--- src/sv/hrhp_pkg.sv ---
// ----------------------------------------------------------------------------
// HTTP request header parser package
// Parse state codes, line kinds and character constants.
// ----------------------------------------------------------------------------
package hrhp_pkg;

   localparam logic [3:0] S_START     = 4'd0;
   localparam logic [3:0] S_METHOD    = 4'd1;
   localparam logic [3:0] S_URI_BF    = 4'd2;
   localparam logic [3:0] S_URI_IN    = 4'd3;
   localparam logic [3:0] S_VER_BF    = 4'd4;
   localparam logic [3:0] S_VER_IN    = 4'd5;
   localparam logic [3:0] S_VER_END   = 4'd6;
   localparam logic [3:0] S_HOST_BF   = 4'd7;
   localparam logic [3:0] S_HOST_IN   = 4'd8;
   localparam logic [3:0] S_LINE_BF   = 4'd9;
   localparam logic [3:0] S_KEY_IN    = 4'd10;
   localparam logic [3:0] S_VALUE_BF  = 4'd11;
   localparam logic [3:0] S_VALUE_IN  = 4'd12;
   localparam logic [3:0] S_FIELD_END = 4'd13;

   localparam logic [3:0] KIND_IGNORE = 4'd0;
   localparam logic [3:0] KIND_HOST   = 4'd1;
   localparam logic [3:0] KIND_CONN   = 4'd8;
   localparam logic [3:0] KIND_RANGE  = 4'd9;

   localparam logic [1:0] ST_CONTINUE = 2'd0;
   localparam logic [1:0] ST_FINISHED = 2'd1;
   localparam logic [1:0] ST_INVALID  = 2'd2;

   localparam logic [7:0] CH_CR = 8'd13;
   localparam logic [7:0] CH_LF = 8'd10;

   localparam logic [31:0] HOST_TXT = "host";

   typedef logic [7:0] char_type;

   // Character of a method name at a position, zero past its end.
   function automatic char_type meth_char(input logic [1:0] m, input logic [4:0] p);
      logic [31:0] t;
      case (m)
         2'd0:    t = 32'("GET");
         2'd1:    t = 32'("PUT");
         2'd2:    t = "POST";
         default: t = "HEAD";
      endcase
      if (m < 2'd2) begin
         t = t << 8;
      end
      meth_char = (p < 5'd4) ? t[31 - 8*p[1:0] -: 8] : 8'd0;
   endfunction

   function automatic logic [4:0] meth_len(input logic [1:0] m);
      meth_len = (m < 2'd2) ? 5'd3 : 5'd4;
   endfunction

   function automatic char_type ver_char(input logic [1:0] v, input logic [4:0] p);
      logic [63:0] t;
      case (v)
         2'd0:    t = "HTTP/0.9";
         2'd1:    t = "HTTP/1.0";
         default: t = "HTTP/1.1";
      endcase
      ver_char = (p < 5'd8) ? t[63 - 8*p[2:0] -: 8] : 8'd0;
   endfunction

   function automatic char_type hdr_char(input logic [2:0] k, input logic [4:0] p);
      logic [119:0] t;
      logic [4:0]   n;
      case (k)
         3'd0:    begin t = 120'("connection");      n = 5'd10; end
         3'd1:    begin t = 120'("referer");         n = 5'd7;  end
         3'd2:    begin t = 120'("user-agent");      n = 5'd10; end
         3'd3:    begin t = 120'("accept");          n = 5'd6;  end
         3'd4:    begin t = 120'("accept-encoding"); n = 5'd15; end
         3'd5:    begin t = 120'("accept-language"); n = 5'd15; end
         3'd6:    begin t = 120'("range");           n = 5'd5;  end
         default: begin t = 120'("cookie");          n = 5'd6;  end
      endcase
      if (p < n) begin
         hdr_char = t[8*(n - p) - 1 -: 8];
      end else begin
         hdr_char = 8'd0;
      end
   endfunction

   function automatic logic [4:0] hdr_len(input logic [2:0] k);
      case (k)
         3'd0:    hdr_len = 5'd10;
         3'd1:    hdr_len = 5'd7;
         3'd2:    hdr_len = 5'd10;
         3'd3:    hdr_len = 5'd6;
         3'd4:    hdr_len = 5'd15;
         3'd5:    hdr_len = 5'd15;
         3'd6:    hdr_len = 5'd5;
         default: hdr_len = 5'd6;
      endcase
   endfunction

   // Referer to accept-language take field ids two to six, one above their
   // table position.
   function automatic logic [3:0] hdr_kind(input logic [2:0] k);
      case (k)
         3'd0:    hdr_kind = KIND_CONN;
         3'd6:    hdr_kind = KIND_RANGE;
         3'd7:    hdr_kind = 4'd7;
         default: hdr_kind = {1'b0, k} + 4'd1;
      endcase
   endfunction

   function automatic char_type close_char(input logic [4:0] p);
      logic [39:0] t;
      t = "close";
      close_char = (p < 5'd5) ? t[39 - 8*p -: 8] : 8'd0;
   endfunction

   function automatic char_type to_lower(input char_type c);
      to_lower = (c >= "A" && c <= "Z") ? c + 8'd32 : c;
   endfunction

endpackage

--- src/sv/http_request_header_parser.sv ---
// ----------------------------------------------------------------------------
// HTTP request header parser
// Byte-wide request line and header parser with field capture.
// ----------------------------------------------------------------------------
// The block takes one request byte per transfer and returns one result per
// byte; at full rate a byte is accepted every clock cycle, set by the single
// pass of the per-byte compare and counter logic between the request
// register and the result register. The result appears in the cycle after
// its byte is accepted. A byte is accepted while the result register is
// empty or its result is taken in the same cycle, so a waiting result
// stalls the input. Captured fields are reported as store writes on the
// result; capacity is the smaller of the value written on csr_data and
// STORE_DEPTH. Status is sticky once finished or invalid until a restart.
module http_request_header_parser #(
   parameter int STORE_DEPTH = 1024
) (
   input  logic        clock,
   input  logic        reset,
   input  logic        csr_write,
   input  logic [10:0] csr_data,
   input  logic        req_valid,
   output logic        req_ready,
   input  logic [7:0]  req_data_byte,
   input  logic        req_restart,
   output logic        rsp_valid,
   input  logic        rsp_ready,
   output logic [1:0]  rsp_status,
   output logic        rsp_store_write,
   output logic [9:0]  rsp_store_addr,
   output logic [7:0]  rsp_store_data,
   output logic        rsp_field_done,
   output logic [2:0]  rsp_field_id,
   output logic [9:0]  rsp_field_offset,
   output logic [10:0] rsp_field_length,
   output logic [1:0]  rsp_method,
   output logic [1:0]  rsp_version,
   output logic        rsp_keep_alive
);

   localparam int IW = $clog2(STORE_DEPTH + 1);
   localparam int CW = (IW > 11) ? IW : 11;
   localparam logic [CW-1:0] DEPTH_C = CW'(STORE_DEPTH);

   logic [10:0]   cap_ff;
   logic [3:0]    st_ff, st_in;
   logic [CW-1:0] idx_ff, idx_in, fs_ff, fs_in;
   logic [4:0]    tl_ff, tl_in;
   logic [3:0]    mm_ff, mm_in, vm_ff, vm_in, lk_ff, lk_in;
   logic [7:0]    km_ff, km_in;
   logic          cm_ff, cm_in, bc_ff, bc_in, ka_ff, ka_in;
   logic [1:0]    mr_ff, mr_in, vr_ff, vr_in, fin_ff, fin_in;

   // A result leaves the output register when taken, so a new byte may
   // enter in the same cycle.
   assign req_ready = !rsp_valid || rsp_ready;
   logic take;
   assign take = req_valid && req_ready;

   always_ff @(posedge clock) begin
      if (reset) begin
         cap_ff <= 11'd1024;
      end else if (csr_write) begin
         cap_ff <= csr_data;
      end
   end

   logic [CW-1:0] cap;
   assign cap = (CW'(cap_ff) < DEPTH_C) ? CW'(cap_ff) : DEPTH_C;

   logic          o_wr, o_fd;
   logic [9:0]    o_addr, o_off;
   logic [7:0]    o_data;
   logic [2:0]    o_id;
   logic [10:0]   o_len;

   always_comb begin
      logic [7:0]  b, lb;
      logic [1:0]  verdict;
      logic        keych, isval, got;
      logic [3:0]  m4;
      logic [7:0]  m8;
      b = req_data_byte;
      lb = hrhp_pkg::to_lower(b);
      keych = (lb >= "a" && lb <= "z") || b == "-" || b == "_";
      st_in = st_ff; idx_in = idx_ff; fs_in = fs_ff; tl_in = tl_ff;
      mm_in = mm_ff; vm_in = vm_ff; km_in = km_ff; cm_in = cm_ff;
      lk_in = lk_ff; bc_in = bc_ff; mr_in = mr_ff; vr_in = vr_ff;
      ka_in = ka_ff; fin_in = fin_ff;
      if (req_restart) begin
         st_in = hrhp_pkg::S_START; idx_in = '0; fs_in = '0; tl_in = '0;
         mm_in = '1; vm_in = '1; km_in = '1; cm_in = 1'b1; lk_in = '0;
         bc_in = 1'b0; mr_in = '0; vr_in = '0; ka_in = 1'b0;
         fin_in = hrhp_pkg::ST_CONTINUE;
      end
      o_wr = 1'b0; o_addr = '0; o_data = '0;
      o_fd = 1'b0; o_id = '0; o_off = '0; o_len = '0;
      verdict = hrhp_pkg::ST_CONTINUE;
      isval = (lk_in >= 4'd1) && (lk_in <= 4'd7);
      got = 1'b0;
      m4 = '0; m8 = '0;
      if (fin_in == hrhp_pkg::ST_CONTINUE) begin
         case (st_in)
            hrhp_pkg::S_START: begin
               if (b != hrhp_pkg::CH_CR && b != hrhp_pkg::CH_LF) begin
                  if (b >= "A" && b <= "Z") begin
                     tl_in = 5'd1;
                     for (int i = 0; i < 4; i++) begin
                        m4[i] = (hrhp_pkg::meth_char(2'(i), 5'd0) == b);
                     end
                     mm_in = m4;
                     st_in = hrhp_pkg::S_METHOD;
                  end else begin
                     verdict = hrhp_pkg::ST_INVALID;
                  end
               end
            end
            hrhp_pkg::S_METHOD: begin
               if (b == " ") begin
                  for (int i = 3; i >= 0; i--) begin
                     if (mm_in[i] && hrhp_pkg::meth_len(2'(i)) == tl_in) begin
                        got = 1'b1; mr_in = 2'(i);
                     end
                  end
                  if (!got) begin
                     verdict = hrhp_pkg::ST_INVALID;
                     mr_in = mr_ff;
                     if (req_restart) mr_in = '0;
                  end else begin
                     st_in = hrhp_pkg::S_URI_BF;
                  end
               end else if (b >= "A" && b <= "Z") begin
                  for (int i = 0; i < 4; i++) begin
                     m4[i] = mm_in[i] && (tl_in < hrhp_pkg::meth_len(2'(i)))
                             && (hrhp_pkg::meth_char(2'(i), tl_in) == b);
                  end
                  mm_in = m4;
                  if (tl_in != 5'd31) tl_in = tl_in + 5'd1;
               end else begin
                  verdict = hrhp_pkg::ST_INVALID;
               end
            end
            hrhp_pkg::S_URI_BF: begin
               if (b != " ") begin
                  if (b != "/" || idx_in >= cap) begin
                     verdict = hrhp_pkg::ST_INVALID;
                  end else begin
                     fs_in = idx_in;
                     o_wr = 1'b1; o_addr = idx_in[9:0]; o_data = b;
                     idx_in = idx_in + 1'b1;
                     st_in = hrhp_pkg::S_URI_IN;
                  end
               end
            end
            hrhp_pkg::S_URI_IN: begin
               if (b == " ") begin
                  o_fd = 1'b1; o_id = 3'd0; o_off = fs_in[9:0];
                  o_len = 11'(idx_in - fs_in);
                  st_in = hrhp_pkg::S_VER_BF;
               end else if (idx_in < cap) begin
                  o_wr = 1'b1; o_addr = idx_in[9:0]; o_data = b;
                  idx_in = idx_in + 1'b1;
               end
            end
            hrhp_pkg::S_VER_BF: begin
               if (b != " ") begin
                  if (b != "H") begin
                     verdict = hrhp_pkg::ST_INVALID;
                  end else begin
                     tl_in = 5'd1; vm_in = 4'b0111;
                     st_in = hrhp_pkg::S_VER_IN;
                  end
               end
            end
            hrhp_pkg::S_VER_IN: begin
               if (b == hrhp_pkg::CH_CR) begin
                  // All three versions are eight characters long.
                  if (tl_in == 5'd8 && vm_in[2:0] != 3'd0) begin
                     vr_in = vm_in[0] ? 2'd0 : (vm_in[1] ? 2'd1 : 2'd2);
                     if (vr_in == 2'd2) ka_in = 1'b1;
                     st_in = hrhp_pkg::S_VER_END;
                  end else begin
                     verdict = hrhp_pkg::ST_INVALID;
                  end
               end else if (b == hrhp_pkg::CH_LF) begin
                  st_in = hrhp_pkg::S_HOST_BF;
               end else begin
                  for (int i = 0; i < 3; i++) begin
                     m4[i] = vm_in[i] && (tl_in < 5'd8)
                             && (hrhp_pkg::ver_char(2'(i), tl_in) == b);
                  end
                  vm_in = m4;
                  if (tl_in != 5'd31) tl_in = tl_in + 5'd1;
               end
            end
            hrhp_pkg::S_VER_END: begin
               if (b == hrhp_pkg::CH_LF) st_in = hrhp_pkg::S_HOST_BF;
            end
            hrhp_pkg::S_HOST_BF: begin
               if (lb != "h") begin
                  verdict = hrhp_pkg::ST_INVALID;
               end else begin
                  tl_in = 5'd1; km_in = 8'd1;
                  st_in = hrhp_pkg::S_HOST_IN;
               end
            end
            hrhp_pkg::S_HOST_IN: begin
               if (b == ":") begin
                  if (tl_in != 5'd4 || !km_in[0]) begin
                     verdict = hrhp_pkg::ST_INVALID;
                  end else begin
                     lk_in = hrhp_pkg::KIND_HOST;
                     st_in = hrhp_pkg::S_VALUE_BF;
                  end
               end else begin
                  if (tl_in >= 5'd4 ||
                      lb != hrhp_pkg::HOST_TXT[31 - 8*tl_in[1:0] -: 8]) begin
                     km_in = 8'd0;
                  end
                  if (tl_in != 5'd31) tl_in = tl_in + 5'd1;
               end
            end
            hrhp_pkg::S_LINE_BF: begin
               if (b == hrhp_pkg::CH_CR) begin
                  bc_in = 1'b1;
               end else if (b == hrhp_pkg::CH_LF && bc_in) begin
                  verdict = hrhp_pkg::ST_FINISHED;
               end else if (keych) begin
                  bc_in = 1'b0; tl_in = 5'd1;
                  for (int i = 0; i < 8; i++) begin
                     m8[i] = (hrhp_pkg::hdr_char(3'(i), 5'd0) == lb);
                  end
                  km_in = m8;
                  st_in = hrhp_pkg::S_KEY_IN;
               end
            end
            hrhp_pkg::S_KEY_IN: begin
               if (b == ":") begin
                  lk_in = hrhp_pkg::KIND_IGNORE;
                  for (int i = 7; i >= 0; i--) begin
                     if (km_in[i] && hrhp_pkg::hdr_len(3'(i)) == tl_in) begin
                        lk_in = hrhp_pkg::hdr_kind(3'(i));
                     end
                  end
                  st_in = hrhp_pkg::S_VALUE_BF;
               end else if (keych) begin
                  for (int i = 0; i < 8; i++) begin
                     m8[i] = km_in[i] && (tl_in < hrhp_pkg::hdr_len(3'(i)))
                             && (hrhp_pkg::hdr_char(3'(i), tl_in) == lb);
                  end
                  km_in = m8;
                  if (tl_in != 5'd31) tl_in = tl_in + 5'd1;
               end else begin
                  verdict = hrhp_pkg::ST_INVALID;
               end
            end
            hrhp_pkg::S_VALUE_BF: begin
               if (b == hrhp_pkg::CH_CR) begin
                  st_in = hrhp_pkg::S_FIELD_END;
               end else if (b == hrhp_pkg::CH_LF) begin
                  st_in = hrhp_pkg::S_LINE_BF;
               end else if (b != " ") begin
                  tl_in = 5'd1;
                  cm_in = (lb == "c");
                  if (isval && idx_in >= cap) begin
                     verdict = hrhp_pkg::ST_INVALID;
                  end else begin
                     if (isval) begin
                        fs_in = idx_in;
                        o_wr = 1'b1; o_addr = idx_in[9:0]; o_data = b;
                        idx_in = idx_in + 1'b1;
                     end
                     st_in = hrhp_pkg::S_VALUE_IN;
                  end
               end
            end
            hrhp_pkg::S_VALUE_IN: begin
               if (b == hrhp_pkg::CH_CR || b == hrhp_pkg::CH_LF) begin
                  if (isval) begin
                     o_fd = 1'b1; o_id = lk_in[2:0]; o_off = fs_in[9:0];
                     o_len = 11'(idx_in - fs_in);
                  end
                  if (lk_in == hrhp_pkg::KIND_CONN && cm_in && tl_in == 5'd5) begin
                     ka_in = 1'b0;
                  end
                  st_in = (b == hrhp_pkg::CH_CR) ? hrhp_pkg::S_FIELD_END
                                                 : hrhp_pkg::S_LINE_BF;
               end else begin
                  if (isval && idx_in < cap) begin
                     o_wr = 1'b1; o_addr = idx_in[9:0]; o_data = b;
                     idx_in = idx_in + 1'b1;
                  end
                  if (tl_in >= 5'd5 || lb != hrhp_pkg::close_char(tl_in)) cm_in = 1'b0;
                  if (tl_in != 5'd31) tl_in = tl_in + 5'd1;
               end
            end
            hrhp_pkg::S_FIELD_END: begin
               if (b == hrhp_pkg::CH_LF) st_in = hrhp_pkg::S_LINE_BF;
            end
            default: begin
               st_in = hrhp_pkg::S_START;
            end
         endcase
         fin_in = verdict;
      end
   end

   // Parse state advances on every accepted byte.
   always_ff @(posedge clock) begin
      if (reset) begin
         st_ff <= hrhp_pkg::S_START; idx_ff <= '0; fs_ff <= '0; tl_ff <= '0;
         mm_ff <= '1; vm_ff <= '1; km_ff <= '1; cm_ff <= 1'b1; lk_ff <= '0;
         bc_ff <= 1'b0; mr_ff <= '0; vr_ff <= '0; ka_ff <= 1'b0;
         fin_ff <= hrhp_pkg::ST_CONTINUE;
      end else if (take) begin
         st_ff <= st_in; idx_ff <= idx_in; fs_ff <= fs_in; tl_ff <= tl_in;
         mm_ff <= mm_in; vm_ff <= vm_in; km_ff <= km_in; cm_ff <= cm_in;
         lk_ff <= lk_in; bc_ff <= bc_in; mr_ff <= mr_in; vr_ff <= vr_in;
         ka_ff <= ka_in; fin_ff <= fin_in;
      end
   end

   // Result register.
   always_ff @(posedge clock) begin
      if (reset) begin
         rsp_valid <= 1'b0;
      end else if (take) begin
         rsp_valid <= 1'b1;
      end else if (rsp_ready) begin
         rsp_valid <= 1'b0;
      end
   end

   always_ff @(posedge clock) begin
      if (take) begin
         rsp_status       <= fin_in;
         rsp_store_write  <= o_wr;
         rsp_store_addr   <= o_addr;
         rsp_store_data   <= o_data;
         rsp_field_done   <= o_fd;
         rsp_field_id     <= o_id;
         rsp_field_offset <= o_off;
         rsp_field_length <= o_len;
         rsp_method       <= mr_in;
         rsp_version      <= vr_in;
         rsp_keep_alive   <= ka_in;
      end
   end

endmodule

--- config.mk ---
export PLATFORM = sky130hd
export DESIGN_NAME = http_request_header_parser
export DESIGN_NICKNAME = d
export VERILOG_FILES = /design/src/sv/hrhp_pkg.sv /design/src/sv/http_request_header_parser.sv
export SDC_FILE = /design/constraint.sdc
export NUM_CORES = 1
export LEC_CHECK = 0
export ABC_AREA = 1
export BUFFER_PORTS_ARGS = -buffer_cell sky130_fd_sc_hd__buf_4
export CAP_MARGIN = 0
export CORE_MARGIN = 4
export CORE_UTILIZATION = 63
export CTS_CLUSTER_DIAMETER = 80
export DETAILED_ROUTE_END_ITERATION = 16
export GPL_ROUTABILITY_DRIVEN = 1
export PLACE_DENSITY = 0.92
export SLEW_MARGIN = 10
export SYNTH_ARGS = -nofsm -noshare
export SYNTH_HDL_FRONTEND = slang
export SYNTH_SLANG_ARGS = --single-unit
--- constraint.sdc ---
create_clock -name clock -period 3.95 [get_ports clock]
set_clock_uncertainty 0.05 [all_clocks]
set_input_delay 0.395 -clock clock [delete_from_list [all_inputs] [get_ports clock]]
set_output_delay 0.395 -clock clock [all_outputs]
set_load 0.01 [all_outputs]
==> results.ini <==
[drt]
route.detailed.drc=0
via_per_inst=6.46
drt_iter0_drc=2146
drt_pre_antenna_iters=7
detail-route-antenna-nets=0
num_vias=14100
routed_wire_length_per_instance_um=20.5
routed_wirelength_um=44800

[critical_path]
cell_type_group_with_the_largest_total_delay_on_the_critical_path=simple AND/OR/NAND/NOR gates
crit_path_top_delay_cell=sky130_fd_sc_hd__fa_1
worstReg2RegStart=tl_ff[2]$_SDFFE_PP0P_
required_ns=4.06
setup.worst_path.end_class=flip-flop
crit_path_cell_trace=buf_4 -> inv_4 -> buf_4 -> nand2_1 -> inv_1 -> ha_1 -> inv_1 -> fa_1 -> nand3_1 -> nand2_1 -> a21oi_1 -> nor2_1 -> nor2_1 -> nor2_1 -> nor2_1 -> nor2_1 -> nor2_1 -> nor2_1 -> o21ai_0 -> nand2_1 -> o21ai_0 -> a21oi_1
criticalPathCategory=in2reg
worstSetupStartpointType=input port
startpoint=req_restart
max_stage_delay_ns=0.41
critical_path.n_buffers_inverters=5
cp.arrival_ns=3.70
worst_path_most_repeated_cell=sky130_fd_sc_hd__nor2_1
critical_path_peak_fanout=33

[synth]
synth_flop_cell=sky130_fd_sc_hd__dfxtp_1
post_synth.cell_area_avg_um2=6.28
yosysWarnings=0
synth_edf_count=51
ys_seq_area_share_pct=25.4
post_synth_num_cell_types=70
synth.top_cell.area_share_pct=13.9
postSynthCellCount=1849
synth_top_area_cell=sky130_fd_sc_hd__nand2_1
synth.net_count=1917
ys_top_cells_by_area=sky130_fd_sc_hd__nand2_1, sky130_fd_sc_hd__edfxtp_1, sky130_fd_sc_hd__dfxtp_1, sky130_fd_sc_hd__nor2_1, sky130_fd_sc_hd__inv_1
asyncSetResetFlopFracSynth_pct=0
post_synth_instance_area_um2=11600
ys_ff_latch=122

[placed_design]
io_buffers=77
post-dp-hpwl_um=32700
dpl_ws_ns=0.186
gp_congestion=1.07
placed_cell_area_um2=12600

[clocking]
clock_path_buffers=2
number_of_buffers_created_by_cts=17
clock_tree.root_cell=sky130_fd_sc_hd__clkbuf_16
clock_sinks=122
post-cts-setup-buffers=0
cts.reportedPaths.clkPinSlew_ns=0.06
worstSkewPairLatency_ns=0.43
post_cts_resize_count=0
tritoncts=done
cts_max_level=4
holdBufCountCts=0

[floorplanning]
dieWidth_um=144
ioPinCount=78
rows=49
overall_die_area_um2=20700
core_area_um2=18000
initial_core_util_pct=64.5
floorplan.die.height_um=144

[global_route]
grt_usage_pct=42.8
grt_start_max_net_pins=50
grt_overflow=0
first_pass_grt_wire_length_um=69200
grt_pass1_vias=12800
initial_antenna_violation_count=2

[timing]
setup_viol=0
worst-slew-pin-transition_ns=1.08
fmaxAchievable_mhz=278
worst_slew_margin_relative_to_its_limit_pct=27.8
finalCriticalPeriod_ns=3.59
fin_ws_ns=0.357
rsz_0062_raised_after_global_routing=false
fin_crit_sh_pct=91.0
final-max-slew-violation-count=0
final.setup.tns_ns=0
hold_violations=0

[layout]
drive_gt1_share_pct=14.7
area_growth_syn_to_layout_pct=14.0
antenna-diode-count=0
final_nets=2005
seq_area_um2=2950
fillers=1464
utilization_pct=73.5
stdcell_area_um2=13200
multiInputGateArea_um2=7530

[hold_path]
min_from=csr_data[3]
min_path_type=in2reg

[pwr]
vdd_ir_drop_max_mv=0.496
power_density_nw_per_um2=323
leakage_nw=6.06

[job]
timing.max_cap.violations=0

[status]
run_status=complete, no violations

## sequential cells by signal, indices dropped and copies added, names as in the netlist, 5 cells and up
register          cells
fs_ff                11
tl_ff                 5
rsp_field_offset     10
rsp_store_data        8
idx_ff               11
rsp_store_addr       10
rsp_field_length     11
km_ff                 8
cap_ff               11
## power by group
| group | switching [W] | total (W) | internal [W] |
|---|---|---|---|
| registers | 0.0000399 | 0.00142 | 0.00138 |
| logic | 0.000775 | 0.00113 | 0.000350 |
| clock network | 0.000653 | 0.00173 | 0.00107 |
| total | 0.00147 | 0.00428 | 0.00281 |
## logic make-up (layout without fill, tap and decap cells)
kind of cell               count (synthesis)  count (layout)  synth area share (%)
adders and majority gates                 43              43                  4.70
buffers and inverters                    285             386                  9.79
and+or+nand+nor                          979             979                  37.9
xor gates and xnor gates                  37              37                  2.92
AOI/OAI and AO/OA                        382             382                  19.2
muxes                                      1               1                0.0862
DFF                                      122             122                  25.4
## synth_stat cells (10+ instances only)
cell                       number
sky130_fd_sc_hd__nor2_1       265
sky130_fd_sc_hd__edfxtp_1      51
sky130_fd_sc_hd__nand3_1      127
sky130_fd_sc_hd__nor2_2        12
sky130_fd_sc_hd__a31oi_1       16
sky130_fd_sc_hd__nor3_1        25
sky130_fd_sc_hd__nand2_2       31
sky130_fd_sc_hd__nand2_4       10
sky130_fd_sc_hd__o21ai_0      129
sky130_fd_sc_hd__nand4_1       31
sky130_fd_sc_hd__inv_2         26
sky130_fd_sc_hd__o21ai_1       19
sky130_fd_sc_hd__clkbuf_1      34
sky130_fd_sc_hd__dfxtp_1       71
sky130_fd_sc_hd__nor2_4        10
sky130_fd_sc_hd__nand2_1      431
sky130_fd_sc_hd__o211ai_1      15
sky130_fd_sc_hd__ha_1          42
sky130_fd_sc_hd__xor2_1        32
sky130_fd_sc_hd__a21oi_1      134
sky130_fd_sc_hd__buf_2         14
sky130_fd_sc_hd__inv_1        188
## cell usage in the layout, fill, tap and decap left out, drive strengths merged, types with 3 or more instances in the layout
| cell type | synthesis | layout |
|---|---|---|
| bufinv | 0 | 4 |
| xnor2 | 4 | 4 |
| or2 | 7 | 7 |
| nand3 | 131 | 131 |
| clkinv | 5 | 7 |
| a21oi | 138 | 138 |
| o21ai | 153 | 153 |
| o31ai | 8 | 8 |
| nand4 | 31 | 31 |
| nand3b | 5 | 5 |
| nor2 | 289 | 289 |
| xor2 | 33 | 33 |
| a221oi | 3 | 3 |
| clkbuf | 34 | 18 |
| o2111ai | 7 | 7 |
| dfxtp | 71 | 71 |
| nor3 | 30 | 30 |
| o32ai | 6 | 6 |
| nor4 | 9 | 9 |
| edfxtp | 51 | 51 |
| a22oi | 3 | 3 |
| o221ai | 6 | 6 |
| o211ai | 16 | 16 |
| a211oi | 4 | 4 |
| inv | 216 | 222 |
| buf | 30 | 133 |
| a32o | 3 | 3 |
| o21bai | 5 | 5 |
| a31oi | 16 | 16 |
| nand2 | 473 | 473 |
| ha | 42 | 42 |
## layer usage
layer / global-route usage, % / part of all wire [%] / vias up
met5: 0 / 0.029 / -
met4: 14.8 / 4.3 / 2
met3: 13.7 / 16 / 220
met2: 61.9 / 41 / 1215
met1: 60.1 / 39 / 6276
li1: - / - / 6355
## tightest hold or removal path: cells and delay by family
family,cells,cell delay (ns)
buffers and inverters,1,0.07
AND/OR/NAND/NOR,2,0.11
## final cells by class
type | count | share of cell area, %
tap | 229 | 2.16
sequential | 122 | 22.3
clock inverter | 14 | 1.59
multi-input combinational | 1442 | 56.9
clock buffer | 18 | 3.24
inverter | 221 | 6.31
timing repair buffer | 133 | 7.54
## final timing paths
check	end	slack, ns	cells after the start
worst min-delay path	cap_ff[3]$_SDFFE_PP0P_	0.14	3
worst max-delay path	rsp_field_length[10]$_SDFFCE_PP0P_	0.36	22
worst max register to register	km_ff[3]$_SDFFE_PP1P_	0.48	20
worst min register to register	cap_ff[0]$_SDFFE_PP0P_	0.42	2
## through the flow
step,cells,hold slack [ns],total power [W]
2_1_floorplan,1849,0.385,0.00219
3_3_place_gp,2147,0.397,0.00249
3_5_place_dp,2147,0.406,0.00251
4_1_cts,2179,0.137,0.00422
5_1_grt,2179,0.144,0.00443
6_report,2179,0.139,0.00428
Power figures use the tool's default switching activity.
